### src/hw/rtl/guillotine_rect_allocator_core_defines.svh
// Assertion macros shared by the guillotine rectangle allocator RTL.
// No dependencies; included by the controller and the datapath.
`ifndef GUILLOTINE_RECT_ALLOCATOR_CORE_DEFINES_SVH
`define GUILLOTINE_RECT_ALLOCATOR_CORE_DEFINES_SVH

// Same-cycle implication, checked at every clock edge outside reset.
`define GRA_ASSERT_NOW(label, clk, rst, ante, cons) \
   label: assert property (@(posedge clk) disable iff (rst) (ante) |-> (cons)) \
      else $error("gra same-cycle check failed");

// Next-cycle implication, checked at every clock edge outside reset.
`define GRA_ASSERT_NEXT(label, clk, rst, ante, cons) \
   label: assert property (@(posedge clk) disable iff (rst) (ante) |=> (cons)) \
      else $error("gra next-cycle check failed");

`endif

### src/hw/rtl/gra_pkg.sv
// Types, constants and helpers for the guillotine rectangle allocator.
// No dependencies; used by the interfaces, controller, datapath and top level.
package gra_pkg;

   localparam int DEFAULT_MAX_FREE_RECTS = 64;
   localparam int DIM_W   = 13;
   localparam int COORD_W = 12;
   localparam int STAT_W  = 2;

   localparam logic [DIM_W-1:0] ATLAS_RESET = 13'd1024;
   localparam logic [DIM_W-1:0] DIM_LIMIT   = 13'd4096;

   // request commands
   localparam logic CMD_RESERVE = 1'b0;
   localparam logic CMD_CLEAR   = 1'b1;

   // csr register indexes
   localparam logic CSR_ATLAS_WIDTH  = 1'b0;
   localparam logic CSR_ATLAS_HEIGHT = 1'b1;

   typedef enum logic [STAT_W-1:0] {
      STATUS_OK    = 2'd0,
      STATUS_NOFIT = 2'd1,
      STATUS_FULL  = 2'd2
   } status_type;

   typedef struct packed {
      logic [COORD_W-1:0] x0;
      logic [COORD_W-1:0] y0;
      logic [COORD_W-1:0] x1;
      logic [COORD_W-1:0] y1;
   } rect_type;

   localparam int RECT_W = $bits(rect_type);

   typedef enum logic [2:0] {
      ST_INIT,
      ST_IDLE,
      ST_SCAN,
      ST_SWAP,
      ST_APP_R,
      ST_APP_B,
      ST_CLEAR,
      ST_DONE
   } state_type;

   // controller -> datapath
   typedef struct packed {
      logic       req_ready;
      logic       accept;
      logic       clear_write;
      logic       scan_run;
      logic       rd_last;
      logic       swap_write;
      logic       app_right;
      logic       app_bottom;
      logic       set_status;
      status_type status;
      logic       load_rsp;
   } ctrl_cmd_type;

   // datapath -> controller
   typedef struct packed {
      logic req_valid;
      logic req_clear;
      logic req_zero;
      logic rsp_busy;
      logic scan_done;
      logic found;
      logic overflow;
      logic need_right;
      logic need_bottom;
   } ctrl_sts_type;

   // last inclusive coordinate of an atlas side, size clamped to 1..4096
   function automatic logic [COORD_W-1:0] atlas_last(input logic [DIM_W-1:0] size);
      logic [DIM_W-1:0] clamped;
      clamped = size;
      if (size == '0) clamped = 13'd1;
      else if (size > DIM_LIMIT) clamped = DIM_LIMIT;
      atlas_last = COORD_W'(clamped - 13'd1);
   endfunction

endpackage

### src/hw/rtl/gra_if.sv
// Valid/ready channel interfaces for requests and responses.
// Depends on gra_pkg for field widths.
interface gra_req_if;
   logic                      valid;
   logic                      ready;
   logic                      cmd;
   logic [gra_pkg::DIM_W-1:0] req_width;
   logic [gra_pkg::DIM_W-1:0] req_height;

   modport source (output valid, cmd, req_width, req_height, input ready);
   modport sink   (input valid, cmd, req_width, req_height, output ready);
endinterface

interface gra_rsp_if;
   logic                        valid;
   logic                        ready;
   logic [gra_pkg::STAT_W-1:0]  status;
   logic [gra_pkg::COORD_W-1:0] corner_x;
   logic [gra_pkg::COORD_W-1:0] corner_y;

   modport source (output valid, status, corner_x, corner_y, input ready);
   modport sink   (input valid, status, corner_x, corner_y, output ready);
endinterface

### src/hw/rtl/gra_ram.sv
// Generic single-write, single-read RAM with registered read data.
// No dependencies.
module gra_ram #(
   parameter int WIDTH = 8,
   parameter int DEPTH = 16
) (
   input  logic                     clock,
   input  logic                     wr_en,
   input  logic [$clog2(DEPTH)-1:0] wr_addr,
   input  logic [WIDTH-1:0]         wr_data,
   input  logic                     rd_en,
   input  logic [$clog2(DEPTH)-1:0] rd_addr,
   output logic [WIDTH-1:0]         rd_data
);

   logic [WIDTH-1:0] mem_ff [DEPTH];
   logic [WIDTH-1:0] rd_data_ff;

   always_ff @(posedge clock) begin
      if (wr_en) begin
         mem_ff[wr_addr] <= wr_data;
      end
      if (rd_en) begin
         rd_data_ff <= mem_ff[rd_addr];
      end
   end

   assign rd_data = rd_data_ff;

endmodule

### src/hw/rtl/gra_ctrl.sv
// Sequencer of the allocator: init, clear, scan, swap, appends, response.
// Depends on gra_pkg and the assertion macro header.
`include "guillotine_rect_allocator_core_defines.svh"

module gra_ctrl (
   input  logic                  clock,
   input  logic                  reset,
   input  gra_pkg::ctrl_sts_type sts,
   output gra_pkg::ctrl_cmd_type cmd
);

   gra_pkg::state_type state_ff;
   gra_pkg::state_type state_in;

   always_ff @(posedge clock) begin
      if (reset) begin
         state_ff <= gra_pkg::ST_INIT;
      end else begin
         state_ff <= state_in;
      end
   end

   always_comb begin
      state_in = state_ff;
      unique case (state_ff)
         gra_pkg::ST_INIT: state_in = gra_pkg::ST_IDLE;
         gra_pkg::ST_IDLE: begin
            if (sts.req_valid) begin
               if (sts.req_clear)     state_in = gra_pkg::ST_CLEAR;
               else if (sts.req_zero) state_in = gra_pkg::ST_DONE;
               else                   state_in = gra_pkg::ST_SCAN;
            end
         end
         gra_pkg::ST_SCAN: begin
            if (sts.scan_done) begin
               if (!sts.found || sts.overflow) state_in = gra_pkg::ST_DONE;
               else                            state_in = gra_pkg::ST_SWAP;
            end
         end
         gra_pkg::ST_SWAP: begin
            if (sts.need_right)       state_in = gra_pkg::ST_APP_R;
            else if (sts.need_bottom) state_in = gra_pkg::ST_APP_B;
            else                      state_in = gra_pkg::ST_DONE;
         end
         gra_pkg::ST_APP_R: begin
            if (sts.need_bottom) state_in = gra_pkg::ST_APP_B;
            else                 state_in = gra_pkg::ST_DONE;
         end
         gra_pkg::ST_APP_B: state_in = gra_pkg::ST_DONE;
         gra_pkg::ST_CLEAR: state_in = gra_pkg::ST_DONE;
         gra_pkg::ST_DONE: begin
            if (!sts.rsp_busy) state_in = gra_pkg::ST_IDLE;
         end
         default: state_in = gra_pkg::ST_INIT;
      endcase
   end

   always_comb begin
      cmd = '0;
      cmd.status = gra_pkg::STATUS_OK;
      unique case (state_ff)
         gra_pkg::ST_INIT: cmd.clear_write = 1'b1;
         gra_pkg::ST_IDLE: begin
            cmd.req_ready = 1'b1;
            cmd.accept    = sts.req_valid;
            if (sts.req_valid && !sts.req_clear && sts.req_zero) begin
               cmd.set_status = 1'b1;
               cmd.status     = gra_pkg::STATUS_NOFIT;
            end
         end
         gra_pkg::ST_SCAN: begin
            cmd.scan_run = 1'b1;
            if (sts.scan_done) begin
               if (!sts.found) begin
                  cmd.set_status = 1'b1;
                  cmd.status     = gra_pkg::STATUS_NOFIT;
               end else if (sts.overflow) begin
                  cmd.set_status = 1'b1;
                  cmd.status     = gra_pkg::STATUS_FULL;
               end else begin
                  cmd.rd_last = 1'b1;
               end
            end
         end
         gra_pkg::ST_SWAP: begin
            cmd.swap_write = 1'b1;
            cmd.set_status = 1'b1;
            cmd.status     = gra_pkg::STATUS_OK;
         end
         gra_pkg::ST_APP_R: cmd.app_right = 1'b1;
         gra_pkg::ST_APP_B: cmd.app_bottom = 1'b1;
         gra_pkg::ST_CLEAR: begin
            cmd.clear_write = 1'b1;
            cmd.set_status  = 1'b1;
            cmd.status      = gra_pkg::STATUS_OK;
         end
         gra_pkg::ST_DONE: cmd.load_rsp = !sts.rsp_busy;
         default: cmd = '0;
      endcase
   end

   // a request refused for a full list must never touch the free list
   `GRA_ASSERT_NEXT(a_full_no_swap, clock, reset,
      state_ff == gra_pkg::ST_SCAN && sts.scan_done && sts.overflow,
      state_ff == gra_pkg::ST_DONE)
   // appends only follow a swap or a right append
   `GRA_ASSERT_NEXT(a_append_after_swap, clock, reset,
      state_ff != gra_pkg::ST_SWAP && state_ff != gra_pkg::ST_APP_R,
      state_ff != gra_pkg::ST_APP_R && state_ff != gra_pkg::ST_APP_B)

endmodule

### src/hw/rtl/gra_dp.sv
// Datapath of the allocator: csr registers, free list RAM, scan, splits, response.
// Depends on gra_pkg, gra_ram and the assertion macro header.
`include "guillotine_rect_allocator_core_defines.svh"

module gra_dp #(
   parameter int MAX_FREE_RECTS = gra_pkg::DEFAULT_MAX_FREE_RECTS
) (
   input  logic                        clock,
   input  logic                        reset,
   input  logic                        csr_wr_en,
   input  logic                        csr_index,
   input  logic [gra_pkg::DIM_W-1:0]   csr_wdata,
   input  logic                        req_valid,
   input  logic                        req_cmd,
   input  logic [gra_pkg::DIM_W-1:0]   req_width,
   input  logic [gra_pkg::DIM_W-1:0]   req_height,
   input  logic                        rsp_ready,
   output logic                        rsp_valid,
   output logic [gra_pkg::STAT_W-1:0]  rsp_status,
   output logic [gra_pkg::COORD_W-1:0] rsp_corner_x,
   output logic [gra_pkg::COORD_W-1:0] rsp_corner_y,
   input  gra_pkg::ctrl_cmd_type       cmd,
   output gra_pkg::ctrl_sts_type       sts
);

   localparam int AW = $clog2(MAX_FREE_RECTS);
   localparam int CW = $clog2(MAX_FREE_RECTS + 1);
   localparam logic [CW:0] MAX_CNT = (CW + 1)'(MAX_FREE_RECTS);

   // csr registers
   logic [gra_pkg::DIM_W-1:0] atlas_w_ff, atlas_h_ff;

   always_ff @(posedge clock) begin
      if (reset) begin
         atlas_w_ff <= gra_pkg::ATLAS_RESET;
         atlas_h_ff <= gra_pkg::ATLAS_RESET;
      end else if (csr_wr_en) begin
         case (csr_index)
            gra_pkg::CSR_ATLAS_WIDTH:  atlas_w_ff <= csr_wdata;
            gra_pkg::CSR_ATLAS_HEIGHT: atlas_h_ff <= csr_wdata;
            default: ;
         endcase
      end
   end

   // request and scan state
   logic [gra_pkg::DIM_W-1:0]   req_w_ff, req_h_ff;
   logic                        clear_ff;
   logic [CW-1:0]               count_ff, count_in;
   logic [CW-1:0]               rd_idx_ff, rd_idx_in;
   logic                        eval_vld_ff, eval_vld_in;
   logic [AW-1:0]               eval_idx_ff;
   logic                        found_ff, found_in;
   logic [AW-1:0]               best_idx_ff, best_idx_in;
   logic [gra_pkg::COORD_W-1:0] best_side_ff, best_side_in;
   gra_pkg::rect_type           best_ff, best_in;
   gra_pkg::status_type         pend_ff;

   // response register
   logic                        rsp_vld_ff;
   logic [gra_pkg::STAT_W-1:0]  rsp_status_ff;
   logic [gra_pkg::COORD_W-1:0] rsp_x_ff, rsp_y_ff;

   // memory ports
   logic                          ram_we, ram_re;
   logic [AW-1:0]                 ram_waddr, ram_raddr;
   logic [gra_pkg::RECT_W-1:0]    ram_wdata, ram_rdata;
   gra_pkg::rect_type             entry;

   gra_ram #(
      .WIDTH (gra_pkg::RECT_W),
      .DEPTH (MAX_FREE_RECTS)
   ) u_free_list (
      .clock   (clock),
      .wr_en   (ram_we),
      .wr_addr (ram_waddr),
      .wr_data (ram_wdata),
      .rd_en   (ram_re),
      .rd_addr (ram_raddr),
      .rd_data (ram_rdata)
   );

   assign entry = gra_pkg::rect_type'(ram_rdata);

   // scan evaluation of the entry read last cycle
   logic [gra_pkg::COORD_W-1:0] e_w, e_h, e_side;
   logic                        e_fit, issue;

   assign e_w    = entry.x1 - entry.x0;
   assign e_h    = entry.y1 - entry.y0;
   assign e_side = (e_w > e_h) ? e_w : e_h;
   assign e_fit  = ({1'b0, e_w} + 13'd1 >= req_w_ff) && ({1'b0, e_h} + 13'd1 >= req_h_ff);
   assign issue  = cmd.scan_run && (rd_idx_ff < count_ff);

   // chosen rectangle splits
   logic [gra_pkg::COORD_W-1:0] c_w, c_h;
   logic                        need_right, need_bottom;
   logic [CW:0]                 after_cnt;
   gra_pkg::rect_type           right_rect, bottom_rect, clear_rect;

   assign c_w         = best_ff.x1 - best_ff.x0;
   assign c_h         = best_ff.y1 - best_ff.y0;
   assign need_right  = ({1'b0, c_w} + 13'd1) > req_w_ff;
   assign need_bottom = ({1'b0, c_h} + 13'd1) > req_h_ff;
   assign after_cnt   = {1'b0, count_ff} - (CW + 1)'(1)
                        + (CW + 1)'(need_right) + (CW + 1)'(need_bottom);

   always_comb begin
      right_rect.x0  = best_ff.x0 + req_w_ff[gra_pkg::COORD_W-1:0];
      right_rect.y0  = best_ff.y0;
      right_rect.x1  = best_ff.x1;
      right_rect.y1  = best_ff.y0 + req_h_ff[gra_pkg::COORD_W-1:0] - 12'd1;
      bottom_rect.x0 = best_ff.x0;
      bottom_rect.y0 = best_ff.y0 + req_h_ff[gra_pkg::COORD_W-1:0];
      bottom_rect.x1 = best_ff.x1;
      bottom_rect.y1 = best_ff.y1;
      clear_rect.x0  = '0;
      clear_rect.y0  = '0;
      clear_rect.x1  = gra_pkg::atlas_last(atlas_w_ff);
      clear_rect.y1  = gra_pkg::atlas_last(atlas_h_ff);
   end

   // memory access selection
   always_comb begin
      ram_re    = issue || cmd.rd_last;
      ram_raddr = cmd.rd_last ? AW'(count_ff - CW'(1)) : rd_idx_ff[AW-1:0];
      ram_we    = cmd.clear_write || cmd.swap_write || cmd.app_right || cmd.app_bottom;
      ram_waddr = count_ff[AW-1:0];
      ram_wdata = bottom_rect;
      if (cmd.clear_write) begin
         ram_waddr = '0;
         ram_wdata = clear_rect;
      end else if (cmd.swap_write) begin
         ram_waddr = best_idx_ff;
         ram_wdata = ram_rdata;
      end else if (cmd.app_right) begin
         ram_wdata = right_rect;
      end
   end

   // next values
   always_comb begin
      count_in     = count_ff;
      rd_idx_in    = rd_idx_ff;
      eval_vld_in  = issue;
      found_in     = found_ff;
      best_idx_in  = best_idx_ff;
      best_side_in = best_side_ff;
      best_in      = best_ff;

      if (cmd.clear_write) count_in = CW'(1);
      else if (cmd.swap_write) count_in = count_ff - CW'(1);
      else if (cmd.app_right || cmd.app_bottom) count_in = count_ff + CW'(1);

      if (cmd.accept) begin
         rd_idx_in = '0;
         found_in  = 1'b0;
      end else if (issue) begin
         rd_idx_in = rd_idx_ff + CW'(1);
      end

      if (eval_vld_ff && e_fit && (!found_ff || e_side < best_side_ff)) begin
         found_in     = 1'b1;
         best_idx_in  = eval_idx_ff;
         best_side_in = e_side;
         best_in      = entry;
      end
   end

   always_ff @(posedge clock) begin
      if (reset) begin
         count_ff    <= CW'(1);
         rd_idx_ff   <= '0;
         eval_vld_ff <= 1'b0;
         found_ff    <= 1'b0;
         rsp_vld_ff  <= 1'b0;
      end else begin
         count_ff    <= count_in;
         rd_idx_ff   <= rd_idx_in;
         eval_vld_ff <= eval_vld_in;
         found_ff    <= found_in;
         if (cmd.load_rsp)    rsp_vld_ff <= 1'b1;
         else if (rsp_ready)  rsp_vld_ff <= 1'b0;
      end
   end

   always_ff @(posedge clock) begin
      eval_idx_ff  <= rd_idx_ff[AW-1:0];
      best_idx_ff  <= best_idx_in;
      best_side_ff <= best_side_in;
      best_ff      <= best_in;
      if (cmd.accept) begin
         req_w_ff <= req_width;
         req_h_ff <= req_height;
         clear_ff <= (req_cmd == gra_pkg::CMD_CLEAR);
      end
      if (cmd.set_status) pend_ff <= cmd.status;
      if (cmd.load_rsp) begin
         rsp_status_ff <= pend_ff;
         if (pend_ff == gra_pkg::STATUS_OK && !clear_ff) begin
            rsp_x_ff <= best_ff.x0;
            rsp_y_ff <= best_ff.y0;
         end else begin
            rsp_x_ff <= '0;
            rsp_y_ff <= '0;
         end
      end
   end

   always_comb begin
      sts.req_valid   = req_valid;
      sts.req_clear   = (req_cmd == gra_pkg::CMD_CLEAR);
      sts.req_zero    = (req_width == '0) || (req_height == '0);
      sts.rsp_busy    = rsp_vld_ff && !rsp_ready;
      sts.scan_done   = (rd_idx_ff == count_ff) && !eval_vld_ff;
      sts.found       = found_ff;
      sts.overflow    = after_cnt > MAX_CNT;
      sts.need_right  = need_right;
      sts.need_bottom = need_bottom;
   end

   assign rsp_valid    = rsp_vld_ff;
   assign rsp_status   = rsp_status_ff;
   assign rsp_corner_x = rsp_x_ff;
   assign rsp_corner_y = rsp_y_ff;

   `GRA_ASSERT_NOW(a_count_bound, clock, reset, 1'b1, {1'b0, count_ff} <= MAX_CNT)
   `GRA_ASSERT_NOW(a_swap_in_list, clock, reset, cmd.swap_write,
      {1'b0, best_idx_ff} < {1'b0, count_ff})
   `GRA_ASSERT_NOW(a_no_rsp_overwrite, clock, reset, cmd.load_rsp,
      !(rsp_vld_ff && !rsp_ready))

endmodule

### src/hw/rtl/guillotine_rect_allocator_core.sv
// Top level of the guillotine rectangle allocator: channels, controller, datapath.
// Depends on gra_pkg, gra_if, gra_ctrl and gra_dp.
//
// Usage: requests arrive on req_ch (valid/ready). cmd CMD_CLEAR resets the free
// list to one rectangle covering the atlas (size from the csr registers, index 0
// width, index 1 height, written through csr_wr_en/csr_index/csr_wdata while idle).
// cmd CMD_RESERVE looks for the best-fitting free rectangle and answers on rsp_ch
// with status and the top-left corner of the granted region.
// A clear writes the whole-atlas rectangle and then loads the response; a
// zero-sized reserve goes straight to the response with STATUS_NOFIT; a reserve
// scans the list at one entry per cycle through the single free-list RAM read
// port, then refuses or moves the last entry into the chosen slot and appends the
// right and bottom remainders as needed; one request is worked on at a time.
// The response sits in an output register, so the next request is taken while it
// waits; a stalled receiver holds the block only when a second response is ready.
// Reset: synchronous; the first cycle after reset writes the whole-atlas
// rectangle into the list and req_ch.ready stays low for that one cycle.
module guillotine_rect_allocator_core #(
   parameter int MAX_FREE_RECTS = gra_pkg::DEFAULT_MAX_FREE_RECTS
) (
   input  logic                      clock,
   input  logic                      reset,
   gra_req_if.sink                   req_ch,
   gra_rsp_if.source                 rsp_ch,
   input  logic                      csr_wr_en,
   input  logic                      csr_index,
   input  logic [gra_pkg::DIM_W-1:0] csr_wdata
);

   gra_pkg::ctrl_cmd_type cmd;
   gra_pkg::ctrl_sts_type sts;

   gra_ctrl u_ctrl (
      .clock (clock),
      .reset (reset),
      .sts   (sts),
      .cmd   (cmd)
   );

   gra_dp #(
      .MAX_FREE_RECTS (MAX_FREE_RECTS)
   ) u_dp (
      .clock        (clock),
      .reset        (reset),
      .csr_wr_en    (csr_wr_en),
      .csr_index    (csr_index),
      .csr_wdata    (csr_wdata),
      .req_valid    (req_ch.valid),
      .req_cmd      (req_ch.cmd),
      .req_width    (req_ch.req_width),
      .req_height   (req_ch.req_height),
      .rsp_ready    (rsp_ch.ready),
      .rsp_valid    (rsp_ch.valid),
      .rsp_status   (rsp_ch.status),
      .rsp_corner_x (rsp_ch.corner_x),
      .rsp_corner_y (rsp_ch.corner_y),
      .cmd          (cmd),
      .sts          (sts)
   );

   assign req_ch.ready = cmd.req_ready;

endmodule
### src/flat_wrapper.sv
// flat-port wrapper written by rule: the top's interface ports become plain ports
module guillotine_rect_allocator_core_flat 
#(
   parameter int MAX_FREE_RECTS = gra_pkg::DEFAULT_MAX_FREE_RECTS
)
  (clock, reset, csr_wr_en, csr_index, csr_wdata, req_ch_valid, req_ch_cmd, req_ch_req_width, req_ch_req_height, req_ch_ready, rsp_ch_valid, rsp_ch_status, rsp_ch_corner_x, rsp_ch_corner_y, rsp_ch_ready);
  gra_req_if req_ch_i ();
  gra_rsp_if rsp_ch_i ();
  input  logic clock;
  input  logic reset;
  input  logic csr_wr_en;
  input  logic csr_index;
  input  logic [gra_pkg::DIM_W-1:0] csr_wdata;
  input wire logic [$bits(req_ch_i.valid)-1:0] req_ch_valid;
  input wire logic [$bits(req_ch_i.cmd)-1:0] req_ch_cmd;
  input wire logic [$bits(req_ch_i.req_width)-1:0] req_ch_req_width;
  input wire logic [$bits(req_ch_i.req_height)-1:0] req_ch_req_height;
  output wire logic [$bits(req_ch_i.ready)-1:0] req_ch_ready;
  output wire logic [$bits(rsp_ch_i.valid)-1:0] rsp_ch_valid;
  output wire logic [$bits(rsp_ch_i.status)-1:0] rsp_ch_status;
  output wire logic [$bits(rsp_ch_i.corner_x)-1:0] rsp_ch_corner_x;
  output wire logic [$bits(rsp_ch_i.corner_y)-1:0] rsp_ch_corner_y;
  input wire logic [$bits(rsp_ch_i.ready)-1:0] rsp_ch_ready;
  assign req_ch_i.valid = req_ch_valid;
  assign req_ch_i.cmd = req_ch_cmd;
  assign req_ch_i.req_width = req_ch_req_width;
  assign req_ch_i.req_height = req_ch_req_height;
  assign req_ch_ready = req_ch_i.ready;
  assign rsp_ch_valid = rsp_ch_i.valid;
  assign rsp_ch_status = rsp_ch_i.status;
  assign rsp_ch_corner_x = rsp_ch_i.corner_x;
  assign rsp_ch_corner_y = rsp_ch_i.corner_y;
  assign rsp_ch_i.ready = rsp_ch_ready;
  guillotine_rect_allocator_core #(.MAX_FREE_RECTS(MAX_FREE_RECTS)) u_core (.clock(clock), .reset(reset), .req_ch(req_ch_i), .rsp_ch(rsp_ch_i), .csr_wr_en(csr_wr_en), .csr_index(csr_index), .csr_wdata(csr_wdata));
endmodule
### config.mk
export PLATFORM = sky130hd
export DESIGN_NAME = guillotine_rect_allocator_core_flat
export DESIGN_NICKNAME = d
export VERILOG_FILES = /design/src/hw/rtl/gra_pkg.sv /design/src/hw/rtl/gra_if.sv /design/src/hw/rtl/gra_ram.sv /design/src/hw/rtl/gra_ctrl.sv /design/src/hw/rtl/gra_dp.sv /design/src/hw/rtl/guillotine_rect_allocator_core.sv /design/src/flat_wrapper.sv
export VERILOG_INCLUDE_DIRS = /design/src /design/src/hw/rtl
export SDC_FILE = /design/constraint.sdc
export NUM_CORES = 2
export LEC_CHECK = 0
export ABC_AREA = 1
export BUFFER_PORTS_ARGS = -buffer_cell sky130_fd_sc_hd__buf_2
export CAP_MARGIN = 15
export CELL_PAD_IN_SITES_DETAIL_PLACEMENT = 1
export CELL_PAD_IN_SITES_GLOBAL_PLACEMENT = 1
export CORE_AREA = 2 2 545 547
export DETAILED_ROUTE_END_ITERATION = 8
export DIE_AREA = 0 0 547 549
export PLACE_DENSITY = 0.9
export RECOVER_POWER = 100
export SYNTH_ARGS = -nofsm -noshare
export SYNTH_HDL_FRONTEND = slang
export SYNTH_SLANG_ARGS = --single-unit
### constraint.sdc
create_clock -name clock -period 9 [get_ports clock]
set_input_delay 0 -clock clock [delete_from_list [all_inputs] [get_ports clock]]
set_output_delay 0 -clock clock [all_outputs]
set_load 0.005 [all_outputs]
==> results of run 1 <==
==> cells by family after synthesis <==
family,Yosys count,share of synthesized area
compound gates,382,0.0147
flops,3293,0.657
fa+ha+maj,182,0.0156
buf+inv,2895,0.0765
xor+xnor,112,0.00655
simple gates,6931,0.230
==> metrics by stage <==
step / worst slack [ns] / utilization / hold slack (ns) / setup TNS [ns]
after floorplan: 2.36 / - / 0.0691 / 0
after CTS: -0.00205 / 0.568 / 0.00227 / -0.00225
after global placement: 0.246 / 0.528 / 0.195 / 0
after detailed placement: -0.0833 / 0.528 / 0.191 / -0.249
==> cells in the mapped netlist (28+ instances only) <==
library cell,instances
nand3b_1,1155
a21oi_1,147
nor3_1,32
xor2_1,84
nor2_1,247
nand2_1,2388
o21ai_0,137
dfxtp_1,52
xnor2_1,28
ha_1,175
buf_1,83
clkbuf_1,304
nand3_1,3045
edfxtp_1,3241
buf_2,441
inv_1,2049
==> repair_timing <==
item | in CTS
resized for setup | 15
endpoints found under the setup margin | 48
pin swaps | 2
gates cloned | 2
hold buffers | 106
setup buffers | 5
hold endpoints to repair | 129
==> results.yml, run 1 <==
synth:
  synthTopCellsByArea: "edfxtp_1 65%, nand3_1 10%, nand2_1 6.0%"
  ys.flop_type: "edfxtp_1"
  yosys_warnings: 0
  synth_nets: 14023
  synth_top_cell_by_area: "edfxtp_1"
  syn_avg_cell_area_um2: 10.9
  ys_types: 59
  async_flop_share: 0
  synth_edf_count: 3241
  synth_top_area_share: 0.650
  yosysSeqAreaShare: 0.657
  syn_area_mm2: 0.150
  synth-seq-cells: 3293
  netlist_instances: 13795
outcome:
  tool.error: "[ERROR GRT-0228] Horizontal edge usage exceeds the maximum allowed. (56, 32) usage=65535 limit=3200"
  status: "did not finish"
  stop_stage: "global routing"
clocking:
  clock_sinks: 3293
  h-tree-depth: 5
  max-clock-path-buffers: 4
  cts_buffers: 328
  cts-root-buf: "clkbuf_16"
global_routing:
  grt_max_degree: 201
  antenna_found_initial: 147
timing:
  grt-worst-endpoint: "u_core.u_dp.u_free_list.rd_data[20]$_DFFE_PP_/D"
  worst-ep-kind: "register data pin"
place:
  dpl.hpwl_mm: 308
  routabilityCongestion: 0.909
  placed_area_mm2: 0.156
  dp.cells: 17268
  port_buffers: 73
floorplan:
  row_count: 200
  ios: 74
  die_h_um: 549
  die_width_um: 547
  start_util: 0.508
==> run 2: changes to the inputs <==
--- a/config.mk
+++ b/config.mk
@@ -9,12 +9,10 @@
 export ABC_AREA = 1
 export BUFFER_PORTS_ARGS = -buffer_cell sky130_fd_sc_hd__buf_2
 export CAP_MARGIN = 15
-export CELL_PAD_IN_SITES_DETAIL_PLACEMENT = 1
-export CELL_PAD_IN_SITES_GLOBAL_PLACEMENT = 1
-export CORE_AREA = 2 2 545 547
+export CORE_AREA = 2 2 648 650
 export DETAILED_ROUTE_END_ITERATION = 8
-export DIE_AREA = 0 0 547 549
-export PLACE_DENSITY = 0.9
+export DIE_AREA = 0 0 650 652
+export PLACE_DENSITY_LB_ADDON = 0.15
 export RECOVER_POWER = 100
 export SYNTH_ARGS = -nofsm -noshare
 export SYNTH_HDL_FRONTEND = slang
==> results.yml, run 2 <==
outcome:
  status: "finished, violations left"
  violations: "max-capacitance violations, max-slew violations"
timing:
  tns_ns: 0
  maxSlewHeadroom: -1.57
  worst_clock_skew_ns: 0.0424
  clock.fmax_mhz: 116
  worstMarginPinSlew_ns: 3.85
  setup_viol: 0
  fin_crit_ns: 8.62
  hold_viol_final: 0
  final.period_utilization: 0.958
  slew_violations: 6035
  rsz0062_at_grt: "true"
synth:
  async_flop_share: 0
  synth_most_common_cell: "edfxtp_1"
  synth_nets: 14023
  yosysSeqAreaShare: 0.657
  synth_top_area_share: 0.650
  syn_area_mm2: 0.150
  synthTopCellsByArea: "edfxtp_1 65%, nand3_1 10%, nand2_1 6.0%"
  syn_avg_cell_area_um2: 10.9
  synthTopCellsByCount: "3,241 x edfxtp_1, 3,045 x nand3_1, 2,388 x nand2_1"
  ys_types: 59
  ys.flop_type: "edfxtp_1"
  netlist_instances: 13795
  synth_top_cell_by_area: "edfxtp_1"
  synth-seq-cells: 3293
  synth_edf_count: 3241
  yosys_warnings: 0
cells_and_area:
  drive_gt1_frac: 0.0667
  largest_register: "u_core.u_dp.u_free_list.mem_ff"
  final_common_cell: "edfxtp_1"
  final_cell_mix: "3,241 x edfxtp_1, 3,038 x nand3_1, 2,383 x nand2_1"
  multi_input_area_mm2: 0.0407
  fin_nets: 14136
  seqCellArea_mm2: 0.0984
  fillCellCount: 39779
  area_delta_synth_final_pct: 13.9
  largest_reg_flops: 3072
floorplan:
  die_h_um: 652
  core_area_mm2: 0.416
  start_util: 0.360
  dieArea_mm2: 0.424
  die_width_um: 650
  row_count: 237
  ios: 74
power_and_ir_drop:
  switching_share: 0.364
  ir_worst_vdd_v: 0.000208
  p_comb_frac: 0.312
  clock_power_share: 0.272
  seqPwrFrac: 0.416
  switching_power_mw: 19.4
  intPower_mw: 33.9
  power_mw: 53.3
  p_leak_nw: 66.3
  p_per_area_mw_per_mm2: 313
drt:
  via_count: 103963
  avgViaCountPerCell: 5.28
  drt_iter0_drc: 11159
  ant_nets: 0
  drt_first_pass_iters: 6
  drc: 0
  wirelength_mm: 509
  wl_per_cell_um: 25.8
setup_path:
  cp.arrival_ns: 9.19
  cp_num_buf_inv: 5
  cp.required_ns: 9.57
  end_kind: "register"
  path_cells: "nand2_1 -> nor2_1 -> clkinvlp_2 -> clkbuf_1 -> nand2_1 -> a21oi_1 -> clkinv_1 -> nand3_1 -> nor2_4 -> clkbuf_1 -> buf_4"
  critPathKind: "register to register"
  cp-start-kind: "register"
  crit_family: "buffers and inverters"
  cp_slowest_cell: "clkbuf_1"
  path_max_fanout: 38
  slowest_delay_ns: 2.55
clocking:
  clk_latency_ns: 0.98
  clock_sinks: 3293
  h-tree-depth: 5
  max-clock-path-buffers: 4
  cts_buffers: 357
  clk_pin_slew_ns: 0.06
  cts_tree: "yes"
  cts-root-buf: "clkbuf_16"
place:
  routabilityCongestion: 0.829
  dpl.hpwl_mm: 273
  port_buffers: 73
global_routing:
  overflow: 0
  grt_max_degree: 128
  grt_pass1_wl_mm: 729
  antenna_found_initial: 24
  grt_usage: 0.235
  grt_pass1_vias: 99569
min_path:
  min_path_type: "input port to register"
run:
  drv_cap: 167
## run 2: cell counts after synthesis
No cell type changed its count.
## run 2: area by class of cell
class	count	area share
Clock inverter	189	0.0106
Clock buffer	456	0.0555
Antenna cell	8	0.000117
Timing Repair Buffer	591	0.0322
Tap cell	5497	0.0403
Sequential cell	3293	0.577
Inverter	2058	0.0456
Multi-Input combinational cell	7607	0.239
## run 2: routing by layer
layer | vias up | global-route usage | routed length (um)
met1 | 52129 | 0.334 | 227000
met3 | 618 | 0.0309 | 36500
met5 | - | 0 | 15
met2 | 3743 | 0.381 | 234000
li1 | 47471 | - | -
met4 | 2 | 0.0527 | 11500
## run 2: cells by family after synthesis
kind of cell	after synthesis	synth area share
DFF	3293	0.657
buffers and inverters	2895	0.0765
AOI/OAI and AO/OA	382	0.0147
adders and majority gates	182	0.0156
and+or+nand+nor	6931	0.230
xor gates and xnor gates	112	0.00655
## run 2: power groups by stage
stage / Clock (mW) / Sequential, mW / Combinational, mW
5_1_grt: 15.3 / 22.2 / 18.3
6_report: 14.5 / 22.2 / 16.6
2_1_floorplan: 0 / 21.9 / 9.66
4_1_cts: 14.8 / 21.6 / 16.9
3_5_place_dp: 0 / 21.9 / 16.8
3_3_place_gp: 0 / 21.9 / 16.8
## run 2: metrics by stage
stage	cells	hold WS (ns)	utilization	setup WS, ns	cell area, um2
after global routing	19693	0.156	0.410	-0.0499	170000
after global placement	18942	0.194	0.382	0.0784	159000
after floorplan	13795	0.0691	-	2.36	150000
final	19699	0.140	0.410	0.381	170000
after CTS	19688	0.0184	0.412	0.122	171000
after detailed placement	18942	0.191	0.382	0.175	159000
## run 2: what timing repair did
item	4_1_cts	5_1_grt
endpoints found under the setup margin	0	45
setup buffers	0	0
hold buffers	101	0
endpoints found under the hold margin	129	0
gates resized for setup	0	18
## run 2: worst reg2reg max path, delay by kind of cell (launching register included)
kind	cells	cell delay, ns
flops	1	0.46
buf+inv	5	6.25
simple gates	5	1.29
compound gates	1	0.16
## run 2: worst paths after layout
check,depth (start not counted),slack [ns],end,start
hold reg to reg,0,0.39,u_core.u_dp.best_idx_ff[2],u_core.u_dp.eval_idx_ff[2]
setup reg to reg,11,0.38,u_core.u_dp.u_free_list.mem_ff[22][41],u_core.u_ctrl.state_ff[0]
setup / recovery,11,0.38,u_core.u_dp.u_free_list.mem_ff[22][41],u_core.u_ctrl.state_ff[0]
hold / removal,6,0.14,u_core.u_ctrl.state_ff[2],req_ch_valid
(Power assumes the default switching activity.)
